--- src/rtl/nfd_delay.sv ---
// Resettable delay line that keeps side-band bits in step with the pipeline.
// Advances only when the pipeline enable is high. No dependencies.
`default_nettype none

module nfd_delay #(
    parameter int WIDTH = 2,
    parameter int DEPTH = 4
) (
    input  wire logic             clk,
    input  wire logic             rst_n,
    input  wire logic             en,
    input  wire logic [WIDTH-1:0] din,
    output logic      [WIDTH-1:0] dout
);

    logic [WIDTH-1:0] line_reg [DEPTH];

    always_ff @(posedge clk or negedge rst_n)
    begin
        if (!rst_n)
        begin
            for (int i = 0; i < DEPTH; i++)
            begin
                line_reg[i] <= '0;
            end
        end
        else if (en)
        begin
            line_reg[0] <= din;
            for (int i = 1; i < DEPTH; i++)
            begin
                line_reg[i] <= line_reg[i-1];
            end
        end
    end

    assign dout = line_reg[DEPTH-1];

endmodule

`default_nettype wire

--- config.mk ---
export PLATFORM = sky130hd
export DESIGN_NAME = nfd_delay
export DESIGN_NICKNAME = d
export VERILOG_FILES = /design/src/rtl/nfd_delay.sv
export SDC_FILE = /design/constraint.sdc
export NUM_CORES = 1
export LEC_CHECK = 0
export BUFFER_PORTS_ARGS = -buffer_cell sky130_fd_sc_hd__buf_2
export CORE_AREA = 2 2 39 41
export CTS_CLUSTER_DIAMETER = 50
export DETAILED_ROUTE_END_ITERATION = 10
export DIE_AREA = 0 0 41 43
export GPL_TIMING_DRIVEN = 0
export HOLD_SLACK_MARGIN = 0.02
export SLEW_MARGIN = 5
export SYNTH_ARGS = -nofsm -noshare
export SYNTH_HDL_FRONTEND = slang
export SYNTH_SLANG_ARGS = --single-unit
--- constraint.sdc ---
create_clock -name clk -period 2.16 [get_ports clk]
set_input_delay 0.324 -clock clk [delete_from_list [all_inputs] [get_ports clk]]
set_output_delay 0.324 -clock clk [all_outputs]
set_load 0.005 [all_outputs]
==> flow_summary.yaml, run 1 <==
die:
  core.rowCount: 14
  core_area_sq_um: 1380
  die-area_sq_um: 1760
  io_pins: 7
  chipHeight_um: 43
  start_util: 0.250
  chipWidth_um: 41
placed_design:
  port_buffers: 5
  gp_congestion: 0.609
  place_inst: 40
power_and_ir_drop:
  ir_drop_uv: 300
  leakagePower_nw: 0.213
  powerDensity_nw_per_um2: 891
drt:
  dr.pass1.iters: 1
  wl_per_cell_um: 9.57
  avgViaCountPerCell: 4.02
  wirelength_um: 421
  num_vias: 177
  remaining_drc_errors: 0
  ant_nets: 0
  drtIter0Drc: 0
synthesis:
  yosys_warnings: 0
  ys_seq_elements: 8
  avgSynthCellArea_sq_um: 18.2
  yosysSeqAreaShare: 0.578
  ys_types: 4
  synthesis.area_sq_um: 347
  synth_area_leaders: "dfrtp_1, mux2_4, buf_4"
  synth_area_leader_cell: "dfrtp_1"
  syn_inst: 19
  syn_nets: 24
  synth_top_area_frac: 0.578
setup_path:
  crit_type: "reg -> out"
  setup.worst_path.start_class: "register"
  cp.required_ns: 1.84
  cp-end-kind: "primary output"
  worst-endpoint-arrival_ns: 0.86
  critPathMaxFanout: 2
clock_tree:
  clock_latency_ns: 0.25
  cts.sinks: 8
  cts_tree: "yes"
  clkTransAtPathRegs_ns: 0.05
  clock-root-buffer: "clkbuf_4"
  cts.path.max_buffers: 2
  htreeDepth: 1
  cts_made_buffers: 3
cells_and_area:
  area_delta_synth_final_pct: 22.4
  drive_gt1_frac: 0.679
  mostFrequentLayoutCells: "mux2_4, dfrtp_1, buf_2"
  largest_register_ffs: 6
  antenna_cells: 0
  final_cells: 44
  nets: 35
global_route:
  grt_max_degree: 9
  antenna_found_initial: 0
  grt.total_usage: 0.0712
  grt_pass1_vias: 185
  grt_pass1_wl_um: 807
  gr-total-overflow: 0
timing:
  max_freq_mhz: 843
  finClkSkew_ns: 0.000148
  setup_viol: 0
  tightest_slew_ns: 0.182
  relSlewSlack: 0.879
  period_needed_ns: 1.19
  fin_tns_setup_ns: 0
  slew_violations: 0
  hold_viol: 0
  rsz0062_at_grt: "no"
  fin_crit_sh: 0.549
run:
  cap_viol_max_count: 0
hold_path:
  hold_class: "in -> reg"
run_status:
  status: "complete, no violations"
==> cells by family after synthesis <==
kind of cell	after synthesis	share of synthesized area
buffers and inverters	3	0.0758
multiplexers	8	0.347
flip-flops	8	0.578
==> routing by layer <==
metal  wire [um]  up-vias  global-route usage
li1            -       83                   -
met1         222       87               0.104
met2         165        7              0.0750
met3          33        0              0.0314
met4           0        0              0.0600
met5           0        -                   0
==> per-stage QoR <==
step	total power, mW	setup slack (ns)	hold WS (ns)	util	area [sq um]
6_report	0.378	0.973	0.307	0.307	424
5_1_grt	0.405	0.918	0.295	0.307	424
3_3_place_gp	0.266	1.24	0.168	0.283	392
2_1_floorplan	0.248	1.29	0.0284	-	347
3_5_place_dp	0.269	1.23	0.174	0.283	392
4_1_cts	0.384	0.955	0.298	0.307	424
==> critical path, stage by stage (launching register included) <==
cell	delay (ns)
dfrtp_1	0.38
buf_4	0.13
buf_2	0.11
==> Yosys cell counts (all sizes together) <==
library cell,count
buf,3
dfrtp,8
mux2,8
==> report_power, final <==
group	internal [mW]	leakage, nW	switching [mW]
clock network	0.0634	0.0138	0.0475
registers	0.176	0.0940	0.0149
logic	0.0572	0.105	0.0187
total	0.297	0.213	0.0812
==> final cells by class <==
| class | count | area [sq um] |
|---|---|---|
| repair buffers | 6 | 35.0 |
| well taps | 16 | 20.0 |
| plain buffers | 3 | 26.3 |
| fillers | 143 | 960 |
| multi-input cells | 8 | 120 |
| flip-flops and latches | 8 | 200 |
| clock buffers | 3 | 22.5 |
==> final timing paths <==
path / from / end / slack, ns / cells after the start
setup / recovery: dout[1] / dout[1] / 0.97 / 2
hold / removal: din[1] / line_reg[7] / 0.31 / 2
setup reg to reg: line_reg[5] / line_reg[5] / 1.40 / 1
hold reg to reg: line_reg[6] / line_reg[4] / 0.52 / 1
max in group asynchronous: rst_n / line_reg[6] / 1.55 / 2
min in group asynchronous: rst_n / line_reg[7] / 0.44 / 2
==> what timing repair did <==
| item | CTS | global route |
|---|---|---|
| buffers inserted | 0 | 0 |
| resized for setup | 0 | 0 |
| hold endpoints to repair | 8 | 0 |
| hold buffers | 1 | 0 |
Power figures use the tool's default switching activity.
==> run 2, diff against run 1 <==
--- a/config.mk
+++ b/config.mk
@@ -5,6 +5,7 @@
 export SDC_FILE = /design/constraint.sdc
 export NUM_CORES = 1
 export LEC_CHECK = 0
+export ABC_AREA = 1
 export BUFFER_PORTS_ARGS = -buffer_cell sky130_fd_sc_hd__buf_2
 export CORE_AREA = 2 2 39 41
 export CTS_CLUSTER_DIAMETER = 50
==> constraint.sdc (replaced) <==
create_clock -name clk -period 1.2 [get_ports clk]
set_input_delay 0.18 -clock clk [delete_from_list [all_inputs] [get_ports clk]]
set_output_delay 0.18 -clock clk [all_outputs]
set_load 0.005 [all_outputs]
==> run 2 against run 1 <==
Against the previous run:
- global-route usage shrank 0.62 points
- via count grew 32%
- register-to-register slack lost 0.79 ns
- worst hold slack lost 0.19 ns
- cell area shrank 6.2%
==> flow_summary.yaml, run 2 <==
placed_design:
  place_inst: 57
  gp_congestion: 0.654
  pre_cts_ws_ns: 0.425
  port_buffers: 5
timing:
  postLayoutSetupSlackWorst_ns: 0.157
  tightest_slew_ns: 0.176
  rsz0062_at_grt: "no"
  period_needed_ns: 1.04
  slew_violations: 0
  setup_viol: 0
  hold_viol: 0
  max_freq_mhz: 958
  finClkSkew_ns: 0.000178
  relSlewSlack: 0.883
  fin_crit_sh: 0.870
  fin_tns_setup_ns: 0
clock_tree:
  cts.path.max_buffers: 2
  cts.sinks: 8
  cts_made_buffers: 3
  clkTransAtPathRegs_ns: 0.05
  htreeDepth: 1
  clock-root-buffer: "clkbuf_4"
  cts_tree: "yes"
  clock_latency_ns: 0.25
  post-cts-setup-buffers: 0
setup_path:
  cp-end-kind: "primary output"
  cp_top_family: "flip-flops"
  critPathMaxFanout: 2
  critPathMaxStageDelay_ns: 0.37
  r2r_cells: 2
  worst-endpoint-arrival_ns: 0.86
  setup.worst_path.start_class: "register"
  cp.buffers_inverters: 2
  cp_slowest_cell: "dfrtp_1"
  crit_type: "reg -> out"
  crit_chain: "buf_4 > buf_2"
  worstSetupPathDepth: 2
  cp.required_ns: 1.02
synthesis:
  synth-edff-count: 0
  synth_area_leader_cell: "dfrtp_1"
  synthFlopType: "dfrtp_1"
  ys_seq_elements: 8
  synthesis.area_sq_um: 320
  yosys.cell_count.top_type: "nand2_1"
  synth_area_leaders: "dfrtp_1, nand2_1, buf_4"
  synth_top_area_frac: 0.625
  syn_nets: 41
  yosysSeqAreaShare: 0.625
  yosys_warnings: 0
  synthArstFlopShare: 1.00
  avgSynthCellArea_sq_um: 8.90
  ys_types: 5
  synthTopCellsByCount: "nand2_1, dfrtp_1, buf_4"
  syn_inst: 36
drt:
  dr.pass1.iters: 4
  avgViaCountPerCell: 3.82
  ant_nets: 0
  drtIter0Drc: 13
  remaining_drc_errors: 0
  wirelength_um: 458
  num_vias: 233
  wl_per_cell_um: 7.51
cells_and_area:
  final_cells: 61
  final_common_cell: "nand2_1"
  utilization: 0.288
  antenna_cells: 0
  largest_register_ffs: 6
  mostFrequentLayoutCells: "nand2_1, dfrtp_1, buf_2"
  nets: 52
  fill_cells: 144
  drive_gt1_frac: 0.267
  area_delta_synth_final_pct: 24.2
global_route:
  grt_pass1_wl_um: 717
  grt_max_degree: 10
  grt.total_usage: 0.0650
  grt_pass1_vias: 161
  antenna_found_initial: 0
  gr-total-overflow: 0
run_status:
  status: "complete, no violations"
power_and_ir_drop:
  powerDensity_nw_per_um2: 1500
  ir_drop_uv: 609
  power_mw: 0.596
  leakagePower_nw: 0.229
run:
  cap_viol_max_count: 0
hold_path:
  hold_path_depth: 3
  hold_class: "in -> reg"
die:
  core_area_sq_um: 1380
  io_pins: 7
  chipWidth_um: 41
  die-area_sq_um: 1760
  start_util: 0.231
  core.rowCount: 14
  chipHeight_um: 43
==> run 2: cell count changes after synthesis <==
cell / delta
mux2_4: -8
nand2_1: +24
inv_2: +1
==> run 2: final timing paths <==
| path | startpoint | to | slack, ns |
|---|---|---|---|
| min in group asynchronous | rst_n | line_reg[5] | 0.29 |
| min reg2reg | line_reg[5] | line_reg[5] | 0.47 |
| max reg2reg | line_reg[2] | dout[0] | 0.61 |
| max | dout[0] | dout[0] | 0.16 |
| max in group asynchronous | rst_n | line_reg[6] | 0.75 |
| min | din[0] | line_reg[6] | 0.12 |
==> run 2: metrics by stage <==
stage / instance area, sq um / hold WS [ns]
3_5_place_dp: 365 / 0.0312
2_1_floorplan: 320 / -0.116
4_1_cts: 398 / 0.119
3_3_place_gp: 365 / 0.0269
6_report: 398 / 0.122
5_1_grt: 398 / 0.116
==> run 2: cell type report <==
cell class	count	area (sq um)	share of cell area
buffer	3	26.3	0.0660
clock buffer	3	22.5	0.0566
inverter	1	3.75	0.00943
multi-input combinational	24	90.1	0.226
sequential	8	200	0.503
tap	16	20.0	0.0503
timing repair buffer	6	35.0	0.0881
==> run 2: what timing repair did <==
action | 4_1_cts | 5_1_grt
hold buffers | 1 | 0
endpoints found under the hold margin | 8 | 0
resized for setup | 0 | 0
endpoints found under the setup margin | 0 | 0
==> run 2: layer usage <==
metal | track usage | share of wire | vias to the layer above
li1 | - | - | 122
met1 | 0.110 | 0.53 | 102
met2 | 0.0500 | 0.38 | 9
met3 | 0.0314 | 0.087 | 0
met4 | 0.0600 | 0 | 0
met5 | 0 | 0 | -
==> run 2: where the power goes <==
part / internal (mW) / switching (mW) / total [mW]
clock network: 0.115 / 0.0926 / 0.207
registers: 0.301 / 0.0150 / 0.316
logic: 0.0393 / 0.0339 / 0.0732
total: 0.455 / 0.141 / 0.596
==> run 2: kinds of logic after synthesis <==
family,Yosys count,synth area share
DFF,8,0.625
buffers and inverters,4,0.0937
and+or+nand+nor,24,0.281
==> run 2: worst register-to-register path, cell delays in order (launching register included) <==
cell,delay (ns)
dfrtp_1,0.37
nand2_1,0.06
nand2_1,0.05
