`config.mk`:
```
export PLATFORM = sky130hd
export DESIGN_NAME = nfd_div
export DESIGN_NICKNAME = d
export VERILOG_FILES = /design/src/rtl/nfd_div.sv
export SDC_FILE = /design/constraint.sdc
export NUM_CORES = 2
export LEC_CHECK = 0
export ABC_AREA = 1
export BUFFER_PORTS_ARGS = -buffer_cell sky130_fd_sc_hd__buf_2
export CORE_ASPECT_RATIO = 2
export CORE_MARGIN = 2
export CORE_UTILIZATION = 30
export CTS_CLUSTER_DIAMETER = 200
export CTS_CLUSTER_SIZE = 40
export DETAILED_ROUTE_END_ITERATION = 8
export SLEW_MARGIN = 30
export SYNTH_ARGS = -nofsm -noshare
export SYNTH_HDL_FRONTEND = slang
export SYNTH_SLANG_ARGS = --single-unit
```
`constraint.sdc`:
```
create_clock -name clk -period 4.8 [get_ports clk]
set_input_delay 0.72 -clock clk [delete_from_list [all_inputs] [get_ports clk]]
set_output_delay 0.72 -clock clk [all_outputs]
set_load 0.005 [all_outputs]
```
`src/rtl/nfd_div.sv`:
```
// Pipelined restoring divider for the camber quotient, one quotient bit per stage.
// All stages advance only when enabled. No dependencies.
`default_nettype none

module nfd_div #(
    parameter int FRAC_BITS = 16
) (
    input  wire logic                     clk,
    input  wire logic                     en,
    input  wire logic [3*FRAC_BITS:0]     num,
    input  wire logic [2*FRAC_BITS:0]     den,
    output logic      [FRAC_BITS:0]       quo
);

    localparam int N  = FRAC_BITS + 1;
    localparam int DW = 3 * FRAC_BITS + 1;
    localparam int VW = 2 * FRAC_BITS + 1;

    logic [DW-1:0]      rem_reg [N];
    logic [VW-1:0]      den_reg [N];
    logic [FRAC_BITS:0] q_reg   [N];

    logic [DW-1:0]      rem_in  [N];
    logic [VW-1:0]      den_in  [N];
    logic [FRAC_BITS:0] q_in    [N];

    for (genvar i = 0; i < N; i++)
    begin : g_stage
        logic [DW-1:0] sh;

        if (i == 0)
        begin : g_first
            assign rem_in[i] = num;
            assign den_in[i] = den;
            assign q_in[i]   = '0;
        end
        else
        begin : g_rest
            assign rem_in[i] = rem_reg[i-1];
            assign den_in[i] = den_reg[i-1];
            assign q_in[i]   = q_reg[i-1];
        end

        assign sh = DW'(den_in[i]) << (FRAC_BITS - i);

        always_ff @(posedge clk)
        begin
            if (en)
            begin
                den_reg[i] <= den_in[i];
                if (rem_in[i] >= sh)
                begin
                    rem_reg[i] <= rem_in[i] - sh;
                    q_reg[i]   <= {q_in[i][FRAC_BITS-1:0], 1'b1};
                end
                else
                begin
                    rem_reg[i] <= rem_in[i];
                    q_reg[i]   <= {q_in[i][FRAC_BITS-1:0], 1'b0};
                end
            end
        end
    end

    assign quo = q_reg[N-1];

endmodule

`default_nettype wire

```
==> results of run 1 <==
synthesized netlist by cell type (all sizes together), types with 2 or more instances:
cell and instances:
a211oi 2, a21boi 3, a21o 2, a21oi 422, and2 17, and3 8, buf 107, clkbuf 18
edfxtp 1464, fa 16, ha 561, inv 3038, nand2 6126, nand2b 2, nand3 807, nand3b 157
nand4 189, nor2 1264, nor3 149, nor3b 2, nor4 27, o211ai 2, o21ai 144, o21bai 34
or2 10, xnor2 42, xor2 260
kinds of logic after synthesis:
family	synth area share, %
buffers and inverters	11.8
xor gates and xnor gates	2.51
adders and majority gates	6.95
and+or+nand+nor	34.0
AOI/OAI and AO/OA	3.10
DFF	41.7
stage by stage:
stage	hold slack (ps)	TNS [ps]	area, um2	cells
floorplan	400	0	106000	14900
global placement	400	-9930	115000	20000
detailed placement	405	0	115000	20000
CTS	5.04	0	117000	20100
per-layer routing:
metal,overflow,track usage (%)
met1,65,55.1
met2,6296,90.6
met3,84,41.3
met4,1748,69.7
met5,5,14.4
==> results.py, run 1 <==
metrics = {
    "clocking": {
        "cts_num_sinks": 1465,
        "cts-root-buf": "clkbuf_16",
        "post_cts_resized": 0,
        "hold_buffers": 4,
        "clock_path_buffers": 3,
        "htreeDepth": 2,
        "post_cts.repair.setup_buffers": 0,
        "cts_buffers": 42,
    },
    "yosys": {
        "synth_seq_area_share_pct": 41.7,
        "syn-cell-area_um2": 106000,
        "synth_area_leaders": "edfxtp_1 (42%), nand2_1 (22%), inv_1 (11%), ha_1 (6.6%), nor2_1 (4.3%)",
        "yosysTopAreaCellShare_pct": 41.6,
        "synth_edf_count": 1464,
        "avgSynthCellArea_um2": 7.10,
        "yosysTopAreaCell": "edfxtp_1",
        "synth_seq_cells": 1465,
        "async_flop_share_pct": 0,
        "syn_inst": 14900,
        "ys_warn_count": 0,
        "ys_types": 52,
        "syn_nets": 15500,
        "synth_ff_type": "edfxtp_1",
    },
    "global_route": {
        "grt_pass1_vias": 148000,
        "grt_first_pass_wirelength_mm": 1630,
        "grt_max_degree": 190,
        "gr-total-overflow": 8198,
        "grtUsageTotal_pct": 63.1,
    },
    "outcome": {
        "failed_stage": "5_1_grt",
        "stop_error": "[ERROR GRT-0116] Global routing finished with congestion. Check the congestion regions in the DRC Viewer.",
        "outcome": "did not finish",
    },
    "die": {
        "std_cell_rows": 308,
        "dieWidth_um": 423,
        "die_h_um": 843,
        "initial_core_util_pct": 30.1,
        "num_io_pins": 101,
    },
    "placement": {
        "port_buffers": 100,
        "hpwl_mm": 667,
        "gp_congestion": 1.13,
        "detailedPlace.worstSlack_ps": 356,
    },
}
==> inputs of run 2 (changes only) <==
--- a/config.mk
+++ b/config.mk
@@ -7,12 +7,10 @@
 export LEC_CHECK = 0
 export ABC_AREA = 1
 export BUFFER_PORTS_ARGS = -buffer_cell sky130_fd_sc_hd__buf_2
-export CORE_ASPECT_RATIO = 2
 export CORE_MARGIN = 2
-export CORE_UTILIZATION = 30
-export CTS_CLUSTER_DIAMETER = 200
-export CTS_CLUSTER_SIZE = 40
+export CORE_UTILIZATION = 20
 export DETAILED_ROUTE_END_ITERATION = 8
+export PLACE_DENSITY_LB_ADDON = 0.15
 export SLEW_MARGIN = 30
 export SYNTH_ARGS = -nofsm -noshare
 export SYNTH_HDL_FRONTEND = slang
==> results.py, run 2 <==
metrics = {
    "yosys": {
        "ys_warn_count": 0,
        "synth_area_leaders": "edfxtp_1 (42%), nand2_1 (22%), inv_1 (11%), ha_1 (6.6%), nor2_1 (4.3%)",
        "ys_top_cells_by_count": "nand2_1 (6070), inv_1 (3013), edfxtp_1 (1464)",
        "syn-cell-area_um2": 106000,
        "yosysTopAreaCellShare_pct": 41.6,
        "synth_xor_area_share_pct": 2.51,
        "yosysTopAreaCell": "edfxtp_1",
        "async_flop_share_pct": 0,
        "synth_compound_gate_area_share_pct": 3.10,
        "synthSimpleGateAreaFrac_pct": 34.0,
        "synth_ff_type": "edfxtp_1",
        "syn_nets": 15500,
        "muxShareOfSynthArea_pct": 0,
        "synth_fa_ha_area_share_pct": 6.95,
        "synth_top_family_by_area": "simple AND/OR/NAND/NOR gates",
        "synth_most_common_cell": "nand2_1",
        "ys_types": 52,
        "synth_seq_area_share_pct": 41.7,
        "avgSynthCellArea_um2": 7.10,
        "syn_inst": 14900,
        "synth_seq_cells": 1465,
        "synth_edf_count": 1464,
    },
    "final_layout": {
        "final_cell_mix": "nand2_1 (6070), inv_1 (3013), edfxtp_1 (1464), nor2_1 (1211), nand3_1 (788)",
        "area_growth_pct": 14.5,
        "final_common_cell": "nand2_1",
        "largest_register_ffs": 784,
        "fillCellCount": 59300,
        "multi_input_area_um2": 49200,
        "ff_latch_area_um2": 44000,
        "final_net_count": 15800,
        "drive_gt1_share_pct": 4.01,
    },
    "sta": {
        "final-setup-viol-count": 0,
        "period_needed_ps": 3860,
        "fin_crit_sh_pct": 80.4,
        "hold_viol_final": 0,
        "hold_ws_ps": 134,
        "worst_slew_pin_slew_ps": 1030,
        "slew_headroom_pct": 31.2,
        "fmax_mhz": 259,
        "rsz0062_at_grt": "false",
        "setup_tns_ps": 0,
        "drv_slew": 0,
        "skew_ps": 73.5,
    },
    "detailed_routing": {
        "wl_met2_mm": 204,
        "dr.pass1.iters": 8,
        "met1Wirelength_mm": 213,
        "drc": 0,
        "viasPerCell": 4.13,
        "ant_nets": 0,
        "num_vias": 91800,
        "wl_mm": 444,
        "highest_layer": "met5",
        "avgRoutedWirePerCell_um": 19.9,
        "drt-initial-drc-count": 7608,
        "met3WireLength_mm": 19.1,
    },
    "critical_path": {
        "critical_path.startpoint": "den_reg[0][198]$_DFFE_PP_",
        "worstSetupPathType": "flop to flop",
        "rr_startpoint": "den_reg[0][198]$_DFFE_PP_",
        "cp_common_cell": "nand2_1",
        "regToRegSetupSlack_ps": 940,
        "cp.required_ps": 5420,
        "crit_chain": "ha_1 -> inv_1 -> fa_1 -> nand2_1 -> nand2_1 -> nand3_1 -> nand2_2 -> nand2_1 -> nand2_2 -> nand2_1 -> nand2_2 -> nand2_4 -> nand2_1 -> inv_1 -> nand2_1 -> nand2_1",
        "cpMaxStageDelayCell": "nand2_1",
        "worst_ep_arrival_time_ps": 4480,
        "endpoint_kind": "flop",
        "crit_path_max_fanout": 11,
        "cpPeakStageDelay_ps": 560,
        "critPathLaunchType": "flop",
        "reg2reg_depth": 16,
        "reg2reg_to": "rem_reg[7][35]$_DFFE_PP_",
    },
    "placement": {
        "hpwl_mm": 373,
        "gp_congestion": 0.911,
        "port_buffers": 100,
    },
    "clocking": {
        "htreeDepth": 4,
        "cts-root-buf": "clkbuf_16",
        "clk_pin_slew_ps": 70,
        "tritoncts": "built",
        "cts_buffers": 188,
        "cts_num_sinks": 1465,
        "clock_latency_ps": 930,
        "clock_path_buffers": 4,
        "post_cts.repair.setup_buffers": 0,
    },
    "power_and_ir_drop": {
        "power_density_nw_per_um2": 566,
        "worst_ir_drop_vdd_v": 0.000295,
        "p_leak_nw": 59.9,
    },
    "hold_path": {
        "min_path_cells": 3,
        "min_to": "rem_reg[0][35]$_DFFE_PP_",
        "worstHoldStart": "num[35]",
        "hold_class": "primary input to flop",
    },
    "die": {
        "initial_core_util_pct": 20.1,
        "dieWidth_um": 731,
        "std_cell_rows": 266,
        "core_area_um2": 525000,
        "die_h_um": 731,
        "num_io_pins": 101,
        "dieArea_um2": 534000,
    },
    "global_route": {
        "grt_max_degree": 145,
        "grt_pass1_vias": 89500,
        "antenna_found_initial": 23,
        "gr-total-overflow": 0,
        "grtUsageTotal_pct": 16.3,
        "grt_first_pass_wirelength_mm": 636,
    },
    "outcome": {
        "outcome": "finished clean",
    },
    "run": {
        "cap_viol_max_count": 0,
    },
}
## run 2: cell counts after synthesis
Identical to the previous run, type by type.
## run 2: cells by family after synthesis
group                    count (synthesis)
AND/OR/NAND/NOR                       8759
XOR/XNOR                               302
AO/OA/AOI/OAI                          611
adder cells (fa/ha/maj)                577
flip-flops                            1465
buffers and inverters                 3164
## run 2: how the worst max path moves through the flow
stage | to | slack [ps] | depth (start not counted)
final | rem_reg[7][35]$_DFFE_PP_ | 940 | 16
after detailed placement | rem_reg[7][35]$_DFFE_PP_ | 910 | 16
after global placement | rem_reg[7][35]$_DFFE_PP_ | 860 | 16
after global routing | rem_reg[11][31]$_DFFE_PP_ | 680 | 14
after CTS | rem_reg[7][35]$_DFFE_PP_ | 870 | 16
after floorplan | q_reg[10][0]$_DFFE_PP_ | 1380 | 4
## run 2: final cells by class
cell class / count / share of cell area (%)
sequential: 1465 / 36.4
multi-input combinational: 10200 / 40.7
clock inverter: 109 / 1.04
timing repair buffer: 198 / 1.23
tap: 6968 / 7.21
antenna: 11 / 0.0228
inverter: 3039 / 9.44
clock buffer: 224 / 4.04
## run 2: worst max-delay path, delay by kind of cell (launching register included)
family | cells | cell delay (ps)
and+or+nand+nor | 12 | 1880
adders and majority gates | 2 | 770
buffers and inverters | 2 | 490
DFF | 1 | 420
## run 2: stage by stage
| step | total power (W) | cell area [um2] | cells | utilization [%] | worst slack [ps] |
|---|---|---|---|---|---|
| floorplan | 0.0415 | 106000 | 14900 | - | 1380 |
| global placement | 0.0544 | 114000 | 21900 | 21.8 | 863 |
| detailed placement | 0.0542 | 114000 | 21900 | 21.8 | 909 |
| CTS | 0.0692 | 121000 | 22300 | 23.0 | 874 |
| global route | 0.0740 | 121000 | 22300 | 23.0 | 676 |
| finish | 0.0685 | 121000 | 22300 | 23.0 | 942 |
## run 2: power breakdown
group	switching [W]	leakage, nW	internal, W	total [W]
Combinational	0.0224	42.8	0.00989	0.0323
Sequential	0.00339	14.2	0.0182	0.0216
Clock	0.00610	2.96	0.00845	0.0145
Total	0.0319	59.9	0.0365	0.0685
## run 2: metal layers
layer,GRT usage (%),up-vias
met5,0,-
met4,2.96,4
met3,1.48,326
met2,27.1,1886
met1,23.0,42900
li1,-,46700
## run 2: repair_timing
item	CTS	global route
hold buffers	49	0
gates resized for setup	0	0
endpoints found under the hold margin	49	0
endpoints found under the setup margin	0	0
Note: power is estimated with default switching activity, not from simulation.
