$ cat config.mk
export PLATFORM = sky130hd
export DESIGN_NAME = nfd_sqrt
export DESIGN_NICKNAME = d
export VERILOG_FILES = /design/src/rtl/nfd_sqrt.sv
export SDC_FILE = /design/constraint.sdc
export NUM_CORES = 1
export LEC_CHECK = 0
export BUFFER_PORTS_ARGS = -buffer_cell sky130_fd_sc_hd__buf_2
export CORE_MARGIN = 2
export CORE_UTILIZATION = 45
export DETAILED_ROUTE_END_ITERATION = 12
export GPL_ROUTABILITY_DRIVEN = 0
export MAX_ROUTING_LAYER = met4
export PLACE_DENSITY_LB_ADDON = 0.1
export SETUP_SLACK_MARGIN = 0.5
export SLEW_MARGIN = 30
export SYNTH_ARGS = -nofsm -noshare
export SYNTH_HDL_FRONTEND = slang
export SYNTH_SLANG_ARGS = --single-unit
$ cat constraint.sdc
create_clock -name clk -period 5.09 [get_ports clk]
set_input_delay 0.2545 -clock clk [delete_from_list [all_inputs] [get_ports clk]]
set_output_delay 0.2545 -clock clk [all_outputs]
set_load 0.01 [all_outputs]
$ cat src/rtl/nfd_sqrt.sv
// Pipelined rounded square root of x * 2^FRAC_BITS, one root bit per stage.
// A rounding output register follows the root stages; all advance only when enabled. No dependencies.
`default_nettype none

module nfd_sqrt #(
    parameter int FRAC_BITS = 16
) (
    input  wire logic                 clk,
    input  wire logic                 en,
    input  wire logic [FRAC_BITS:0]   x,
    output logic      [FRAC_BITS:0]   root
);

    localparam int N    = FRAC_BITS + 1;
    localparam int RADW = 2 * N;
    localparam int RW   = FRAC_BITS + 4;

    logic [RADW-1:0]    rad_reg  [N];
    logic [RW-1:0]      rem_reg  [N];
    logic [FRAC_BITS:0] root_reg [N];
    logic [FRAC_BITS:0] out_reg;

    logic [RADW-1:0]    rad_in   [N];
    logic [RW-1:0]      rem_in   [N];
    logic [FRAC_BITS:0] root_in  [N];

    for (genvar i = 0; i < N; i++)
    begin : g_stage
        logic [RW-1:0] cur;
        logic [RW-1:0] trial;

        if (i == 0)
        begin : g_first
            assign rad_in[i]  = RADW'(x) << FRAC_BITS;
            assign rem_in[i]  = '0;
            assign root_in[i] = '0;
        end
        else
        begin : g_rest
            assign rad_in[i]  = rad_reg[i-1];
            assign rem_in[i]  = rem_reg[i-1];
            assign root_in[i] = root_reg[i-1];
        end

        assign cur   = {rem_in[i][RW-3:0], rad_in[i][2*(N-1-i) +: 2]};
        assign trial = RW'({root_in[i], 2'b01});

        always_ff @(posedge clk)
        begin
            if (en)
            begin
                rad_reg[i] <= rad_in[i];
                if (cur >= trial)
                begin
                    rem_reg[i]  <= cur - trial;
                    root_reg[i] <= {root_in[i][FRAC_BITS-1:0], 1'b1};
                end
                else
                begin
                    rem_reg[i]  <= cur;
                    root_reg[i] <= {root_in[i][FRAC_BITS-1:0], 1'b0};
                end
            end
        end
    end

    always_ff @(posedge clk)
    begin
        if (en)
        begin
            if (rem_reg[N-1] > RW'(root_reg[N-1]))
            begin
                out_reg <= root_reg[N-1] + 1'b1;
            end
            else
            begin
                out_reg <= root_reg[N-1];
            end
        end
    end

    assign root = out_reg;

endmodule

`default_nettype wire

==> results of run 1 <==
worst max-delay path, cell delays in order, from the launching register on:
cell	delay, ps
edfxtp_1	460
ha_1	280
fa_1	440
a211oi_1	340
o211ai_1	220
a41oi_2	270
nor2_1	80
or4b_1	890
mux2_1	470
logic make-up after synthesis:
kind of cell,after synthesis,synth area share [%]
AOI/OAI and AO/OA,480,10.8
xor gates and xnor gates,208,6.67
DFF,519,57.0
adders and majority gates,183,8.60
muxes,59,2.42
buffers and inverters,259,3.68
and+or+nand+nor,581,10.8
worst paths after layout:
path	end	slack, ps	cells after the start
setup / recovery	rem_reg[13][9]	1360	8
hold / removal	rad_reg[0][90]	30	1
setup reg to reg	rem_reg[13][9]	1360	8
hold reg to reg	rad_reg[0][119]	420	0
power groups by stage:
stage | Clock (mW) | Sequential (mW) | Combinational, mW
floorplan | 0 | 5.66 | 1.65
global placement | 0 | 5.82 | 2.05
detailed placement | 0 | 5.83 | 2.09
CTS | 4.21 | 5.74 | 2.12
global route | 4.38 | 5.79 | 2.38
finish | 4.08 | 5.73 | 2.11
cell usage after synthesis (all sizes together) (3+ instances only):
cell type,n,area [sq um]
a31oi,12,75.1
and4,4,37.5
nor4b,11,96.3
nand4,11,68.8
clkbuf,48,190
nand4b,7,61.3
xnor2,121,1060
and3,9,56.3
a21o,51,383
nand2,112,420
nor4,35,234
o21a,28,210
or3,16,100
or4,11,86.3
ha,175,2190
a31o,3,26.3
and2,23,144
a211oi,24,180
fa,8,160
a221oi,3,26.3
a21oi,162,811
nand3b,10,87.6
a2111oi,6,52.6
nand2b,22,138
a41oi,6,60.1
mux2,56,631
o211ai,10,75.1
edfxtp,518,15600
a21boi,8,60.1
o21bai,15,113
buf,8,52.6
o31ai,7,52.6
nor2,176,661
or2,9,58.8
inv,203,762
nor3b,6,45.0
nor2b,20,125
mux2i,3,30.0
o41ai,4,42.6
o21ai,118,591
nor3,49,250
xor2,87,762
or4b,3,30.0
nand3,45,225
routing by layer:
metal	global-route usage, %	part of all wire [%]
met1	20.6	43
met2	31.0	51
met3	2.49	3.1
met4	6.79	3.3
met5	-	0
cell type report:
| type | count | area (sq um) | share of cell area, % |
|---|---|---|---|
| multi-input cells | 1511 | 10700 | 35.3 |
| clock inverters | 36 | 370 | 1.22 |
| flip-flops and latches | 519 | 15600 | 51.2 |
| inverters | 203 | 762 | 2.51 |
| well taps | 782 | 978 | 3.22 |
| clock buffers | 70 | 1500 | 4.92 |
| repair buffers | 68 | 485 | 1.60 |
stage by stage:
stage / cells / total power [mW] / utilization, %
global route: 3189 / 12.5 / 50.6
CTS: 3189 / 12.1 / 50.6
detailed placement: 3066 / 7.92 / 47.2
finish: 3189 / 11.9 / 50.6
global placement: 3064 / 7.87 / 47.2
floorplan: 2289 / 7.31 / -
==> impl_results.md, run 1 <==
* Outcome: complete, no violations
* Setup Crit Path Kind: reg -> reg
* Slew headroom at 40.5%
* Global-route wire length before repair at 86600 microns
* Pwr dens at 392 nW/um^2
* Syn Nets at 2491
* DRT iter0 DRCs at 1097
* Fin Hold WS at 27.4 ps
* Hold Path Class: in -> reg
* Most common cell after layout, fill and taps aside: edfxtp_1
* # diodes at 0
* Worst Setup Start Kind: flop
* CTS root buf: clkbuf_16
* Ys Warns at 0
* CTS sink count at 519
* Fillers at 5291
* CP Launch Point: rem_reg[12][0]
* CORE AREA at 60100 sq um
* Setup crit end kind: flop
* Max reg flops at 277
* Synthesized area per cell at 11.9 sq um
* Latest clock arrival within the worst-skew pair at 630 ps
* Hold Buf Count CTS at 17
* Yosys cell types at 75
* # resized after CTS at 0
* Initial Util at 45.4%
* Pin count of the biggest net entering global routing at 112
* Routed WL per cell at 16.9 microns
* Detail Route Antenna Nets at 0
* Hold path startpoint: en
* Vias in the first global route at 17.1k
* Post-DP Area at 28400 sq um
* Nets at 2563
* Most frequent cells in the layout: edfxtp_1, inv_1, nor2_1, ha_1, a21oi_1
* Unrepaired setup endpoints after global routing: false
* Buffers inserted by post-CTS timing repair at 0
* Fin. max-slew vios at 0
* Share of cells above drive strength 1 at 8.85%
* Main synth FF type: edfxtp_1
* Die Wd at 250 microns
* # rows at 90
* Syn Inst Count at 2289
* Die Y at 250 microns
* CTS tree: done
* Post-route DRC at 0
* I/O pin total at 36
* Final HPWL DP at 39200 microns
* Port buffer count at 35
* Grt total ovfl at 0
* R2R Path Start: rem_reg[12][0]
* Clock buffer depth at 3
* Dpl ws at 1330 ps
* Final wirelength at 53900 microns
* Initial antenna violation count at 1
* Reg power frac at 48.1%
* Final worst slack at 1360 ps
* FF+latch count, synth at 519
* Combinational Power Share at 17.7%
* Max Cap Viol at 0
* Critical Path AT at 4090 ps
* P_int at 8.68 mW
* Sequential fraction of the synthesis area at 57.0%
* Total Routing Usage GR at 17.7%
* CTS buffer count at 58
* Hold Violations, Final at 0
* 1st-pass router iterations at 5
* Min Tclk post-route at 3730 ps
* Clock-pin transition on the worst setup and hold timing paths at 60 ps
* Critical Path RT at 5450 ps
* Net Sw Frac at 27.3%
* Clock Skew at 16.8 ps
* Critical path fanouts, max at 26
* Clk pwr share at 34.2%
* Total vias in the final route at 17.1k
* Asr flop ratio synth at 0%
* Routed vias/inst at 5.35
* Max VDD drop at 0.000296 V
* Post-route setup TNS at 0 ps
* Fin area at 30400 sq um
* Worst-margin pin slew at 893 ps
* Max Fclk at 268 MHz
* Final Cycle Share at 73.3%
* NetSw at 3.25 mW
* Number of H-tree levels at 2
* Post-synthesis cell area at 27300 sq um
* Post-synth EDFFs at 518
* Static leakage at 11.8 nW
* Setup violations, final at 0
* Die area at 62700 sq um
* P&R area growth vs syn at 11.3%
Power figures use the tool's default switching activity.
==> run 2: changes to the inputs <==
==> constraint.sdc (replaced) <==
create_clock -name clk -period 3.4 [get_ports clk]
set_input_delay 0.17 -clock clk [delete_from_list [all_inputs] [get_ports clk]]
set_output_delay 0.17 -clock clk [all_outputs]
set_load 0.01 [all_outputs]
==> impl_results.md, run 2 (synthesis gave the netlist of run 1 again) <==
* CP Launch Point: rem_reg[12][0]
* Setup violations, final at 0 (unchanged)
* # rows at 90 (unchanged)
* Detail Route Antenna Nets at 0 (unchanged)
* DRT iter0 DRCs at 1039 (-5.3%)
* R2R Path Start: rem_reg[12][0]
* Critical path fanouts, max at 9 (-65%)
* Pwr dens at 573 nW/um^2 (+46%)
* Clock Skew at 11.4 ps (-5.45 ps)
* Clock-pin transition on the worst setup and hold timing paths at 60 ps (about the same)
* Total Routing Usage GR at 18.0% (+0.30 points)
* Post-route setup TNS at 0 ps (unchanged)
* Setup Crit Path Kind: reg -> reg
* P&R area growth vs syn at 13.6%
* Hold Violations, Final at 0 (unchanged)
* Max VDD drop at 0.000387 V (+31%)
* CTS root buf: clkbuf_16
* # diodes at 0 (unchanged)
* Fillers at 5213 (-1.5%)
* Most frequent cells in the layout: edfxtp_1, inv_1, nor2_1, ha_1, a21oi_1
* Die area at 62700 sq um (unchanged)
* Vias in the first global route at 17.5k (+2.2%)
* I/O pin total at 36 (unchanged)
* Hold path startpoint: en
* Critical path, cell by cell: buf_4 > fa_2 > a211oi_2 > o211ai_1 > a41oi_2 > nor2_2 > or4b_4 > buf_12 > mux2_1
* Critical Path RT at 3740 ps (-1710 ps)
* Initial Util at 45.4% (unchanged)
* Storage cell area at 15600 sq um (unchanged)
* Post-route DRC at 0 (unchanged)
* Worst-margin pin slew at 830 ps (-63.0 ps)
* Global-route wire length before repair at 88300 microns (+2.0%)
* Setup crit end kind: flop
* CORE AREA at 60100 sq um (unchanged)
* 1st-pass router iterations at 5 (unchanged)
* Latest clock arrival within the worst-skew pair at 600 ps (-30 ps)
* Routed vias/inst at 5.35 (about the same)
* Clock buffer depth at 3 (unchanged)
* Most common cell after layout, fill and taps aside: edfxtp_1
* Pin count of the biggest net entering global routing at 73 (-35%)
* Area of the multi-input gates at 11000 sq um (+2.0%)
* Min Tclk post-route at 2880 ps (-851 ps)
* Final HPWL DP at 40000 microns (+2.2%)
* CTS sink count at 519 (unchanged)
* Total vias in the final route at 17.3k (+1.5%)
* Share of cells above drive strength 1 at 11.9% (+3.0 points)
* Final wirelength at 55200 microns (+2.3%)
* Final Util at 51.6% (+1.0 points)
* Die Y at 250 microns (unchanged)
* Port buffer count at 35 (unchanged)
* CP max-delay cell: or4b_4
* CTS tree: done
* Hold Path Class: in -> reg
* Slew headroom at 44.2% (+3.7 points)
* Die Wd at 250 microns (unchanged)
* Critical Path AT at 3220 ps (-870 ps)
* Final Cycle Share at 84.6% (+11 points)
* Max reg flops at 277 (unchanged)
* Routed WL per cell at 17.1 microns (+0.81%)
* Critical path's largest stage delay at 510 ps (-380 ps)
* Fin. max-slew vios at 0 (unchanged)
* Number of H-tree levels at 2 (unchanged)
* Worst Setup Start Kind: flop
* Max Fclk at 348 MHz (+30%)
* Max Cap Viol at 0 (unchanged)
* Nets at 2611 (+1.9%)
* Unrepaired setup endpoints after global routing: true
* Initial antenna violation count at 0 (-1)
* Outcome: complete, no violations
* Tot Pwr at 17.8 mW (+49%)
* Static leakage at 12.0 nW (+2.4%)
* Grt total ovfl at 0 (unchanged)
* CTS buffer count at 56 (-3.4%)
## run 2: cell count changes in the layout (fill, tap and decap cells not counted), sizes merged
cell	previous run	this run
clkinv	26	19
buf	51	97
inv	206	203
clkinvlp	2	7
nor2	176	177
clkbuf	70	75
## run 2: path summary, 6_finish.rpt
path	endpoint	slack [ps]	cells after the start
worst max-delay path	rem_reg[13][9]	520	9
worst max register to register	rem_reg[13][9]	520	9
worst min-delay path	rad_reg[0][88]	80	2
worst min register to register	rad_reg[0][89]	420	0
## run 2: stage by stage
| stage | cell area, sq um | instances | hold WS (ps) | setup WS (ps) |
|---|---|---|---|---|
| final | 31000 | 3236 | 80.5 | 522 |
| after global routing | 31000 | 3236 | 80.4 | 354 |
| after CTS | 30700 | 3218 | 72.5 | 483 |
| after detailed placement | 28600 | 3087 | 349 | 187 |
| after global placement | 28600 | 3086 | 348 | 255 |
| after floorplan | 27300 | 2289 | 269 | 501 |
## run 2: worst max-delay path, delay by kind of cell (launching register included)
kind / cells / cell delay (ps)
AND/OR/NAND/NOR: 2 / 580
multiplexers: 1 / 310
flip-flops: 1 / 390
buffers and inverters: 2 / 330
AO/OA/AOI/OAI: 3 / 600
adder cells (fa/ha/maj): 1 / 410
## run 2: what timing repair did
item,CTS,global route
resized for setup,22,38
pin swaps,3,8
setup endpoints to repair,109,96
endpoints found under the hold margin,19,0
cloned,0,4
setup buffers,11,14
hold buffers,17,0
## run 2: routing by layer
| layer | up-vias | share of wire [%] | global-route usage, % |
|---|---|---|---|
| met4 | 0 | 3.7 | 7.19 |
| met2 | 267 | 51 | 31.9 |
| met5 | - | 0 | - |
| met3 | 127 | 3.2 | 2.60 |
| met1 | 8309 | 42 | 20.5 |
| li1 | 8624 | - | - |
## run 2: layout make-up
class                   instances  share of cell area, %
clock buffers                  72                   4.78
clock inverters                31                  0.923
inverters                     203                   2.45
multi-input cells            1512                   35.3
flip-flops and latches        519                   50.2
well taps                     782                   3.15
repair buffers                117                   3.22
## run 2: power by group
part | switching [mW] | internal, mW | leakage (nW) | total (mW)
registers | 0.549 | 8.04 | 4.87 | 8.59
logic | 1.79 | 1.52 | 6.33 | 3.31
clock network | 2.43 | 3.44 | 0.845 | 5.88
total | 4.77 | 13.0 | 12.0 | 17.8
